`src/rtl/core/ssw_pkg.sv`:
```
// ----------------------------------------------------------------------------
// ssw_pkg
// Shared types, constants and the arctangent table of the swirl warp.
// ----------------------------------------------------------------------------
`default_nettype none

package ssw_pkg;

	localparam int CoordWidth = 16;
	localparam int GuardBits  = 8;
	localparam int Stages     = 16;
	localparam int RadWidth   = 15;
	localparam int VecWidth   = 28;
	localparam int AngWidth   = 36;
	localparam int QuoWidth   = 30;
	localparam int DivWidth   = RadWidth + GuardBits;

	typedef logic signed [VecWidth-1:0]   vec_t;
	typedef logic signed [AngWidth-1:0]   ang_t;
	typedef logic signed [CoordWidth-1:0] coord_t;
	typedef logic [RadWidth-1:0]          rad_t;
	typedef logic [QuoWidth-1:0]          quo_t;
	typedef logic [DivWidth-1:0]          div_t;

	typedef struct packed {
		logic   valid;
		logic   bypass;
		coord_t xi;
		coord_t yi;
	} side_t;

	localparam ang_t AngPi     = 36'sd3373259426;
	localparam ang_t AngHalfPi = 36'sd1686629713;
	localparam ang_t AngTwoPi  = 36'sd6746518852;
	localparam logic [29:0] GainK  = 30'd652032874;
	localparam logic [29:0] GainK2 = 30'd395948876;
	localparam rad_t RadReset = 15'd4096;

	function automatic ang_t atan_q30(input logic [4:0] i);
		ang_t r;
		unique case (i)
			5'd0:  r = 36'sd843314857;
			5'd1:  r = 36'sd497837829;
			5'd2:  r = 36'sd263043837;
			5'd3:  r = 36'sd133525159;
			5'd4:  r = 36'sd67021687;
			5'd5:  r = 36'sd33543516;
			5'd6:  r = 36'sd16775851;
			5'd7:  r = 36'sd8388437;
			5'd8:  r = 36'sd4194283;
			5'd9:  r = 36'sd2097149;
			5'd10: r = 36'sd1048576;
			5'd11: r = 36'sd524288;
			5'd12: r = 36'sd262144;
			5'd13: r = 36'sd131072;
			5'd14: r = 36'sd65536;
			5'd15: r = 36'sd32768;
			default: r = '0;
		endcase
		return r;
	endfunction

endpackage

`default_nettype wire

```
`src/rtl/core/ssw_vector.sv`:
```
// ----------------------------------------------------------------------------
// ssw_vector
// Vectoring CORDIC pipeline: magnitude and angle of the input point.
// ----------------------------------------------------------------------------
`default_nettype none

module ssw_vector (
	input  wire logic           clk,
	input  wire logic           arst_n,
	input  wire logic           en,
	input  wire ssw_pkg::side_t side_in,
	output ssw_pkg::side_t      side_out,
	output ssw_pkg::vec_t       mag,
	output ssw_pkg::ang_t       ang
);

	ssw_pkg::vec_t  x_s  [ssw_pkg::Stages+1];
	ssw_pkg::vec_t  y_s  [ssw_pkg::Stages+1];
	ssw_pkg::ang_t  z_s  [ssw_pkg::Stages+1];
	ssw_pkg::side_t sd_s [ssw_pkg::Stages+1];
	ssw_pkg::vec_t  xe, ye;

	// left half plane: negate and start at pi
	always_comb begin
		xe = ssw_pkg::vec_t'(side_in.xi) <<< ssw_pkg::GuardBits;
		ye = ssw_pkg::vec_t'(side_in.yi) <<< ssw_pkg::GuardBits;
		sd_s[0] = side_in;
		if (xe < 0) begin
			x_s[0] = -xe;
			y_s[0] = -ye;
			z_s[0] = ssw_pkg::AngPi;
		end else begin
			x_s[0] = xe;
			y_s[0] = ye;
			z_s[0] = '0;
		end
	end

	for (genvar i = 0; i < ssw_pkg::Stages; i++) begin : g_stage
		ssw_pkg::vec_t xs, ys;
		ssw_pkg::ang_t at;
		assign xs = x_s[i] >>> i;
		assign ys = y_s[i] >>> i;
		assign at = ssw_pkg::atan_q30(5'(i));

		always_ff @(posedge clk or negedge arst_n) begin
			if (!arst_n) begin
				sd_s[i+1] <= '0;
			end else if (en) begin
				sd_s[i+1] <= sd_s[i];
			end
		end

		always_ff @(posedge clk) begin
			if (en) begin
				if (y_s[i] > 0) begin
					x_s[i+1] <= x_s[i] + ys;
					y_s[i+1] <= y_s[i] - xs;
					z_s[i+1] <= z_s[i] + at;
				end else begin
					x_s[i+1] <= x_s[i] - ys;
					y_s[i+1] <= y_s[i] + xs;
					z_s[i+1] <= z_s[i] - at;
				end
			end
		end
	end

	assign side_out = sd_s[ssw_pkg::Stages];
	assign mag      = x_s[ssw_pkg::Stages];
	assign ang      = z_s[ssw_pkg::Stages];

endmodule

`default_nettype wire

```
`config.mk`:
```
export PLATFORM = sky130hd
export DESIGN_NAME = ssw_vector
export DESIGN_NICKNAME = d
export VERILOG_FILES = /design/src/rtl/core/ssw_pkg.sv /design/src/rtl/core/ssw_vector.sv
export SDC_FILE = /design/constraint.sdc
export NUM_CORES = 2
export LEC_CHECK = 0
export ABC_CLOCK_PERIOD_IN_PS = 9800
export BUFFER_PORTS_ARGS = -buffer_cell sky130_fd_sc_hd__buf_2
export CAP_MARGIN = 5
export CORE_MARGIN = 5
export CORE_UTILIZATION = 40
export DETAILED_ROUTE_END_ITERATION = 10
export PLACE_DENSITY = 0.53
export SYNTH_ARGS = -nofsm -noshare
export SYNTH_HDL_FRONTEND = slang
export SYNTH_SLANG_ARGS = --single-unit
export TNS_END_PERCENT = 50
```
`constraint.sdc`:
```
create_clock -name clk -period 9.8 [get_ports clk]
set_clock_uncertainty 0.2 [all_clocks]
set_input_delay 0.49 -clock clk [delete_from_list [all_inputs] [get_ports clk]]
set_output_delay 0.49 -clock clk [all_outputs]
set_load 0.01 [all_outputs]
```
==> impl_metrics.env <==
export IMPL_hold_class="in2reg"
export IMPL_placed_area_sq_um=133000
export IMPL_multi_input_area_sq_um=70600
export IMPL_fin_tns_setup_ps=0
export IMPL_syn_avg_cell_area_sq_um=10.5
export IMPL_ant_nets=0
export IMPL_critPathRequiredTime_ps=10200
export IMPL_coreArea_sq_um=320000
export IMPL_fmax_mhz=132
export IMPL_rsz0062_at_grt="no"
export IMPL_ys_warn_count=0
export IMPL_cp_max_fo=30
export IMPL_grt_overflow=0
export IMPL_slowest_stage="nor3_1"
export IMPL_grt_pass1_vias=90900
export IMPL_synthCells=12200
export IMPL_die_w_microns=577
export IMPL_grt_max_degree=187
export IMPL_drive_above_1_share_pct=9.85
export IMPL_antenna_found_initial=15
export IMPL_synthXorXnorAreaFrac_pct=11.0
export IMPL_synth_edff_count=1357
export IMPL_firstDrtPassIters=6
export IMPL_grt_pass1_wl_microns=510000
export IMPL_setup_viol=0
export IMPL_synth_adder_area_share_pct=12.1
export IMPL_area_growth_pct=10.2
export IMPL_arrival_ps=7960
export IMPL_nets=13600
export IMPL_start_kind="register"
export IMPL_timing_final_max_slew_violations=0
export IMPL_crit_path_cell_trace="or3_1 > or3_1 > nor3_1 > and3_1 > nand4_1 > nor2b_4 > buf_4 > inv_2 > nor2_1 > xor2_1 > ha_1 > a21oi_1 > o21ai_0 > o31ai_1 > o22a_1 > a31oi_1 > a221o_1 > o211a_1 > o21a_1 > o21a_1 > o41ai_1 > xnor2_1"
export IMPL_design_area_sq_um=141000
export IMPL_end_kind="register"
export IMPL_cts_setup_buffers=0
export IMPL_clkTransAtPathRegs_ps=60
export IMPL_async_reset_ff_share_pct=28.6
export IMPL_regArea_sq_um=54400
export IMPL_syn_area_sq_um=128000
export IMPL_dieHeight_microns=577
export IMPL_place_congestion=0.922
export IMPL_cap_violations=0
export IMPL_status="completed"
export IMPL_fill_cells=29900
export IMPL_r2r_setup_slack_ps=2240
export IMPL_detail_route_vias_per_cell=5.43
export IMPL_cp_slowest_stage_delay_ps=560
export IMPL_numCtsBuffers=225
export IMPL_row_count=208
export IMPL_drt_wl_total_microns=323000
export IMPL_via_count=91400
export IMPL_tightest_slew_ps=1220
export IMPL_period_share_pct=77.1
export IMPL_port_buffers=133
export IMPL_synth_top_family_by_area="compound AO/OA/AOI/OAI gates"
export IMPL_synth_mux_area_share_pct=5.02
export IMPL_clock_sinks=1901
export IMPL_ios=135
export IMPL_drt_iter0_drc=5112
export IMPL_hold_slack_ps=174
export IMPL_synth_distinct_cells=111
export IMPL_critical_path_class="reg2reg"
export IMPL_hold_viol=0
export IMPL_cts_buffer_depth=4
export IMPL_start_util_pct=40.1
export IMPL_fin_crit_ps=7560
export IMPL_seq_area_frac_synth_pct=42.3
export IMPL_grt_use_total_pct=18.8
export IMPL_hpwl_microns=248000
export IMPL_cts_root_buf="clkbuf_16"
export IMPL_layout_common_cells="1357 x edfxtp_1, 1184 x ha_1, 1112 x xnor2_1, 941 x a21oi_1, 919 x nor2_1"
export IMPL_dieArea_sq_um=332000
export IMPL_tritoncts="yes"
export IMPL_synth_simple_gate_area_share_pct=11.4
export IMPL_slew_headroom_pct=18.2
export IMPL_clk_latency_ps=930
export IMPL_layout_commonest_cell="edfxtp_1"
export IMPL_synth_compound_area_share_pct=15.3
export IMPL_htreeDepth=4
export IMPL_drc=0
export IMPL_synth_seq_cells=1901
export IMPL_synth_ff_type="edfxtp_1"
export IMPL_wl_per_cell_microns=19.2
-- logic make-up after synthesis --
kind of cell	count (synthesis)
multiplexers	575
XOR/XNOR	1616
AO/OA/AOI/OAI	3057
AND/OR/NAND/NOR	3016
other	2
adder cells (fa/ha/maj)	1221
buffers and inverters	832
flip-flops	1901
-- stage by stage --
| step | utilization [%] | setup slack (ps) | std cells |
|---|---|---|---|
| after CTS | 44.1 | 2300 | 16800 |
| after global placement | 41.7 | 2480 | 16400 |
| final | 44.1 | 2240 | 16800 |
| after detailed placement | 41.7 | 2320 | 16400 |
| after floorplan | - | 3250 | 12200 |
| after global routing | 44.1 | 1440 | 16800 |
-- synth_stat cells, types with 195 or more instances --
cell type | instances | share of area, %
a21o_1 | 397 | 2.3
a21oi_1 | 941 | 3.7
clkbuf_1 | 195 | 0.57
dfrtp_1 | 544 | 11
edfxtp_1 | 1357 | 32
ha_1 | 1184 | 12
inv_1 | 478 | 1.4
mux2_2 | 546 | 4.8
nand2_1 | 655 | 1.9
nand3_1 | 218 | 0.85
nor2_1 | 919 | 2.7
nor3_1 | 302 | 1.2
o21ai_0 | 595 | 2.3
xnor2_1 | 1112 | 7.6
xor2_1 | 502 | 3.4
-- worst max-delay path, delay by kind of cell, from the launching register on --
| kind | cells | cell delay [ps] |
|---|---|---|
| buffers and inverters | 2 | 800 |
| DFF | 1 | 450 |
| AOI/OAI and AO/OA | 10 | 2620 |
| xor gates and xnor gates | 2 | 300 |
| and+or+nand+nor | 7 | 2540 |
| adders and majority gates | 1 | 330 |
-- layer usage --
| metal | track usage, % | wire [microns] | vias up |
|---|---|---|---|
| met2 | 32.9 | 156000 | 1749 |
| met5 | 0 | 80 | - |
| met1 | 24.4 | 144000 | 44000 |
| met3 | 2.21 | 11700 | 523 |
| met4 | 5.69 | 10400 | 14 |
| li1 | - | - | 45200 |
-- worst paths after layout --
check | startpoint | endpoint | cells past startpoint
worst max-delay path | g_stage[9].ys[0]$_DFFE_PP_ | g_stage[10].ys[17]$_DFFE_PP_ | 22
worst max register to register | g_stage[9].ys[0]$_DFFE_PP_ | g_stage[10].ys[17]$_DFFE_PP_ | 22
max in group asynchronous | arst_n | sd_s[330]$_DFFE_PN0P_ | 5
min in group asynchronous | arst_n | sd_s[99]$_DFFE_PN0P_ | 4
worst min register to register | z_s[397]$_DFFE_PP_ | z_s[361]$_DFFE_PP_ | 0
worst min-delay path | side_in[32] | sd_s[542]$_DFFE_PN0P_ | 3
-- flip-flops by register name (all words and copies together) (netlist names) --
name,cells
z_s,502
mag,28
y_s,111
g_stage.ys,284
ang,35
x_s,112
g_stage.xs,285
side_out,34
sd_s,510
-- repair_timing --
item	4_1_cts	5_1_grt
endpoints found under the hold margin	180	0
gates resized for setup	0	0
hold buffers	37	0
endpoints found under the setup margin	0	0
-- area by class of cell --
type	count	area share [%]
flip-flops and latches	1901	38.4
clock buffers	276	4.24
clock inverters	135	1.13
inverters	485	1.29
multi-input cells	9495	49.9
repair buffers	230	1.19
well taps	4305	3.81
diodes	6	0.0106
Power is left out: the tool's default activity adds up to more than one toggle a clock period on the data nets, which glitch-free logic cannot reach.
