File: config.mk
export PLATFORM = sky130hd
export DESIGN_NAME = ssw_rotate
export DESIGN_NICKNAME = d
export VERILOG_FILES = /design/src/rtl/core/ssw_pkg.sv /design/src/rtl/core/ssw_rotate.sv
export SDC_FILE = /design/constraint.sdc
export NUM_CORES = 2
export LEC_CHECK = 0
export ABC_CLOCK_PERIOD_IN_PS = 9500
export BUFFER_PORTS_ARGS = -buffer_cell sky130_fd_sc_hd__buf_2
export CORE_ASPECT_RATIO = 0.7
export CORE_MARGIN = 1
export CORE_UTILIZATION = 38
export CTS_CLUSTER_SIZE = 40
export DETAILED_ROUTE_END_ITERATION = 16
export PLACE_DENSITY = 0.6
export SLEW_MARGIN = 40
export SYNTH_ARGS = -nofsm -noshare
export SYNTH_HDL_FRONTEND = slang
export SYNTH_SLANG_ARGS = --single-unit
File: constraint.sdc
create_clock -name clk -period 9.5 [get_ports clk]
set_input_delay 0.475 -clock clk [delete_from_list [all_inputs] [get_ports clk]]
set_output_delay 0.475 -clock clk [all_outputs]
set_load 0.01 [all_outputs]
File: src/rtl/core/ssw_pkg.sv
// ----------------------------------------------------------------------------
// ssw_pkg
// Shared types, constants and the arctangent table of the swirl warp.
// ----------------------------------------------------------------------------
`default_nettype none

package ssw_pkg;

	localparam int CoordWidth = 16;
	localparam int GuardBits  = 8;
	localparam int Stages     = 16;
	localparam int RadWidth   = 15;
	localparam int VecWidth   = 28;
	localparam int AngWidth   = 36;
	localparam int QuoWidth   = 30;
	localparam int DivWidth   = RadWidth + GuardBits;

	typedef logic signed [VecWidth-1:0]   vec_t;
	typedef logic signed [AngWidth-1:0]   ang_t;
	typedef logic signed [CoordWidth-1:0] coord_t;
	typedef logic [RadWidth-1:0]          rad_t;
	typedef logic [QuoWidth-1:0]          quo_t;
	typedef logic [DivWidth-1:0]          div_t;

	typedef struct packed {
		logic   valid;
		logic   bypass;
		coord_t xi;
		coord_t yi;
	} side_t;

	localparam ang_t AngPi     = 36'sd3373259426;
	localparam ang_t AngHalfPi = 36'sd1686629713;
	localparam ang_t AngTwoPi  = 36'sd6746518852;
	localparam logic [29:0] GainK  = 30'd652032874;
	localparam logic [29:0] GainK2 = 30'd395948876;
	localparam rad_t RadReset = 15'd4096;

	function automatic ang_t atan_q30(input logic [4:0] i);
		ang_t r;
		unique case (i)
			5'd0:  r = 36'sd843314857;
			5'd1:  r = 36'sd497837829;
			5'd2:  r = 36'sd263043837;
			5'd3:  r = 36'sd133525159;
			5'd4:  r = 36'sd67021687;
			5'd5:  r = 36'sd33543516;
			5'd6:  r = 36'sd16775851;
			5'd7:  r = 36'sd8388437;
			5'd8:  r = 36'sd4194283;
			5'd9:  r = 36'sd2097149;
			5'd10: r = 36'sd1048576;
			5'd11: r = 36'sd524288;
			5'd12: r = 36'sd262144;
			5'd13: r = 36'sd131072;
			5'd14: r = 36'sd65536;
			5'd15: r = 36'sd32768;
			default: r = '0;
		endcase
		return r;
	endfunction

endpackage

`default_nettype wire

File: src/rtl/core/ssw_rotate.sv
// ----------------------------------------------------------------------------
// ssw_rotate
// Rotation CORDIC pipeline with rounding, saturation and output register.
// ----------------------------------------------------------------------------
`default_nettype none

module ssw_rotate (
	input  wire logic           clk,
	input  wire logic           arst_n,
	input  wire logic           en,
	input  wire ssw_pkg::side_t side_in,
	input  wire ssw_pkg::vec_t  rx,
	input  wire ssw_pkg::ang_t  rz,
	output logic                valid,
	output ssw_pkg::coord_t     x_out,
	output ssw_pkg::coord_t     y_out,
	output logic                clipped
);

	localparam int RndWidth = ssw_pkg::VecWidth + 1 - ssw_pkg::GuardBits;

	ssw_pkg::vec_t  x_s  [ssw_pkg::Stages+1];
	ssw_pkg::vec_t  y_s  [ssw_pkg::Stages+1];
	ssw_pkg::ang_t  z_s  [ssw_pkg::Stages+1];
	ssw_pkg::side_t sd_s [ssw_pkg::Stages+1];

	assign x_s[0]  = rx;
	assign y_s[0]  = '0;
	assign z_s[0]  = rz;
	assign sd_s[0] = side_in;

	for (genvar i = 0; i < ssw_pkg::Stages; i++) begin : g_stage
		ssw_pkg::vec_t xs, ys;
		ssw_pkg::ang_t at;
		assign xs = x_s[i] >>> i;
		assign ys = y_s[i] >>> i;
		assign at = ssw_pkg::atan_q30(5'(i));

		always_ff @(posedge clk or negedge arst_n) begin
			if (!arst_n) begin
				sd_s[i+1] <= '0;
			end else if (en) begin
				sd_s[i+1] <= sd_s[i];
			end
		end

		always_ff @(posedge clk) begin
			if (en) begin
				if (z_s[i] >= 0) begin
					x_s[i+1] <= x_s[i] - ys;
					y_s[i+1] <= y_s[i] + xs;
					z_s[i+1] <= z_s[i] - at;
				end else begin
					x_s[i+1] <= x_s[i] + ys;
					y_s[i+1] <= y_s[i] - xs;
					z_s[i+1] <= z_s[i] + at;
				end
			end
		end
	end

	// round to nearest and saturate
	logic signed [ssw_pkg::VecWidth:0] xr, yr;
	logic signed [RndWidth-1:0]        xq, yq;
	ssw_pkg::coord_t                   xo, yo;
	logic                              xc, yc;
	localparam logic signed [RndWidth-1:0] Hi = RndWidth'(2 ** (ssw_pkg::CoordWidth - 1) - 1);
	localparam logic signed [RndWidth-1:0] Lo = -Hi - RndWidth'(1);

	always_comb begin
		xr = (ssw_pkg::VecWidth+1)'(x_s[ssw_pkg::Stages])
		     + (ssw_pkg::VecWidth+1)'(2 ** (ssw_pkg::GuardBits - 1));
		yr = (ssw_pkg::VecWidth+1)'(y_s[ssw_pkg::Stages])
		     + (ssw_pkg::VecWidth+1)'(2 ** (ssw_pkg::GuardBits - 1));
		xq = RndWidth'(xr >>> ssw_pkg::GuardBits);
		yq = RndWidth'(yr >>> ssw_pkg::GuardBits);
		xc = (xq > Hi) || (xq < Lo);
		yc = (yq > Hi) || (yq < Lo);
		xo = (xq > Hi) ? ssw_pkg::CoordWidth'(Hi) :
		     (xq < Lo) ? ssw_pkg::CoordWidth'(Lo) : ssw_pkg::CoordWidth'(xq);
		yo = (yq > Hi) ? ssw_pkg::CoordWidth'(Hi) :
		     (yq < Lo) ? ssw_pkg::CoordWidth'(Lo) : ssw_pkg::CoordWidth'(yq);
	end

	always_ff @(posedge clk or negedge arst_n) begin
		if (!arst_n) begin
			valid <= 1'b0;
		end else if (en) begin
			valid <= sd_s[ssw_pkg::Stages].valid;
		end
	end

	always_ff @(posedge clk) begin
		if (en) begin
			if (sd_s[ssw_pkg::Stages].bypass) begin
				x_out   <= sd_s[ssw_pkg::Stages].xi;
				y_out   <= sd_s[ssw_pkg::Stages].yi;
				clipped <= 1'b0;
			end else begin
				x_out   <= xo;
				y_out   <= yo;
				clipped <= xc || yc;
			end
		end
	end

endmodule

`default_nettype wire

==> results.json <==
{
  "grt-ovfl-total": 0,
  "grtUsageTotal_pct": 17.3,
  "clk_latency_ns": 0.89,
  "yosys_register_bits": 1964,
  "nNetsFinal": 14500,
  "yosysUniqueCellTypes": 87,
  "drive_gt1_share_pct": 9.33,
  "vias": 97200,
  "relSlewSlack_pct": 38.8,
  "rsz0062_at_grt": "no",
  "max_freq_ghz": 0.151,
  "drv_cap": 0,
  "numCtsBuffers": 205,
  "hold_class": "input pin to flop",
  "tightest_slew_ns": 0.905,
  "ios": 135,
  "core_area_sq_um": 349000,
  "dp_hpwl_microns": 243000,
  "ant_nets": 0,
  "post-route-period-util_pct": 69.8,
  "initial_utilization_pct": 38.4,
  "syn_area_per_cell_sq_um": 10.5,
  "antenna_found_initial": 7,
  "netlist_instances": 12800,
  "die_area_sq_um": 354000,
  "cp-end-kind": "flop",
  "r2r_slack_ns": 2.87,
  "grt_pass1_wl_microns": 507000,
  "ys_seq_area_share_pct": 42.0,
  "htree_levels": 4,
  "cp.arrival_ns": 7.22,
  "vias_per_cell": 5.43,
  "io_buffer_count": 134,
  "grt_max_degree": 160,
  "yosysMostFrequentCell": "edfxtp_1",
  "fin_area_sq_um": 148000,
  "synth.net_count": 14200,
  "drt_iter0_drc": 8331,
  "drc_errors": 0,
  "slew_violations": 0,
  "die_h_microns": 498,
  "hold_viol_final": 0,
  "clockBufferDepth": 4,
  "status": "complete, no violations",
  "worstPathMaxFanout": 49,
  "drt_pass1_iterations": 6,
  "grt_pass1_vias": 90900,
  "syn_to_final_growth_pct": 10.8,
  "synth_top_cell_by_area": "edfxtp_1",
  "yosysWarnings": 0,
  "cts.sinks": 1964,
  "start_kind": "flop",
  "synthTopCellsByCount": "1419 x edfxtp_1, 1274 x ha_1, 1125 x a21oi_1, 1112 x xnor2_1, 856 x nor2_1",
  "place_area_sq_um": 140000,
  "yosys-top-cells-area": "edfxtp_1 32%, ha_1 12%, dfrtp_1 10%, xnor2_1 7.3%, mux2_2 4.7%",
  "period_needed_ns": 6.63,
  "synth_enable_flop_cells": 1419,
  "path_class": "flop to flop",
  "synth-main-ff-cell": "edfxtp_1",
  "cts_tree": "yes",
  "clock_skew_ns": 0.0844,
  "routabilityCongestion": 0.878,
  "synthesis.area_sq_um": 134000,
  "postCtsSetupBuffers": 0,
  "cts_root_buf": "clkbuf_16",
  "routed_wl_microns": 316000,
  "ys_async_sr_fraction_pct": 27.7,
  "synth_top_area_share_pct": 31.9,
  "timing.hold.ws_ns": 0.151,
  "tns_ns": 0,
  "worstPathRequired_ns": 10.09,
  "fp.dieW_microns": 711,
  "rows": 181,
  "setup_viol_count_final": 0,
  "clkTransAtPathRegs_ns": 0.06,
  "avgRoutedWirePerCell_microns": 17.7
}
critical path, cell delays in order (launching register included):
cell and delay [ns]:
edfxtp_1 0.40, nor4_1 0.54, nand4_1 0.17, nor3_1 0.49
nor2_4 0.03, buf_4 0.33, inv_1 0.30, buf_4 0.42
nor2_1 0.10, xnor2_1 0.14, ha_1 0.32, a21o_1 0.20
a21oi_2 0.21, o21ai_1 0.12, a2111oi_0 0.71, o31ai_1 0.23
a31oi_1 0.44, a211oi_1 0.18, or4_1 0.46, a31o_2 0.25
a21oi_1 0.16, xnor2_1 0.08
cell usage in the layout (no fill, tap or decap), types with 277 or more instances in the layout:
cell type,n
a21o_1,499
a21oi_1,1125
dfrtp_1,545
edfxtp_1,1419
ha_1,1274
inv_1,505
mux2_2,563
nand2_1,720
nor2_1,847
nor3_1,277
o21ai_0,627
xnor2_1,1112
xor2_1,564
metrics by stage:
stage	utilization, %	setup WS (ns)	instances
global placement	40.2	3.05	17400
CTS	42.4	2.96	17900
global route	42.5	2.46	17900
finish	42.5	2.87	17900
detailed placement	40.3	3.01	17400
floorplan	-	4.03	12800
sequential cells by signal (all words and copies together), names as in the netlist, 16 cells and up:
name and flops:
x_s 141, z_s 505, g_stage.ys 300, y_out 16, x_out 16, y_s 140
g_stage.xs 300, sd_s 544
cell families (layout without fill, tap and decap cells):
| kind of cell | Yosys count | after routing | share of synthesized area, % |
|---|---|---|---|
| AO/OA/AOI/OAI | 3395 | 3395 | 16.1 |
| XOR/XNOR | 1677 | 1677 | 11.0 |
| adder cells (fa/ha/maj) | 1316 | 1316 | 12.5 |
| buffers and inverters | 710 | 1158 | 1.99 |
| flip-flops | 1964 | 1964 | 42.0 |
| multiplexers | 606 | 606 | 5.06 |
| other | 0 | 1 | 0 |
| AND/OR/NAND/NOR | 3097 | 3097 | 11.3 |
worst paths after layout:
| check | startpoint | to | depth (start not counted) |
|---|---|---|---|
| worst max-delay path | z_s[328] | g_stage[8].xs[18] | 21 |
| worst min-delay path | rz[35] | z_s[575] | 3 |
| worst max register to register | z_s[328] | g_stage[8].xs[18] | 21 |
| worst min register to register | z_s[233] | z_s[197] | 0 |
| max in group asynchronous | arst_n | sd_s[94] | 6 |
| min in group asynchronous | arst_n | sd_s[418] | 3 |
layer usage:
| layer | vias up | track usage (%) | wire length [microns] |
|---|---|---|---|
| li1 | 48100 | - | - |
| met2 | 2327 | 23.9 | 123000 |
| met4 | 0 | 2.78 | 4460 |
| met5 | - | 0 | 0 |
| met3 | 301 | 3.00 | 20800 |
| met1 | 46500 | 27.9 | 168000 |
timing repair:
item	CTS	global route
gates resized for setup	0	0
endpoints found under the hold margin	188	22
hold buffers	65	1
final cells by class:
type | count | area [sq um]
inverter | 515 | 1930
clock buffer | 251 | 5500
fill | 33300 | 201000
antenna | 1 | 2.50
sequential | 1964 | 56200
multi-input combinational | 10100 | 75100
timing repair buffer | 276 | 2250
clock inverter | 116 | 1360
tap | 4666 | 5840
Power is not shown: default switching activity piles up to over one toggle a cycle in this logic, so the estimate is an artifact.
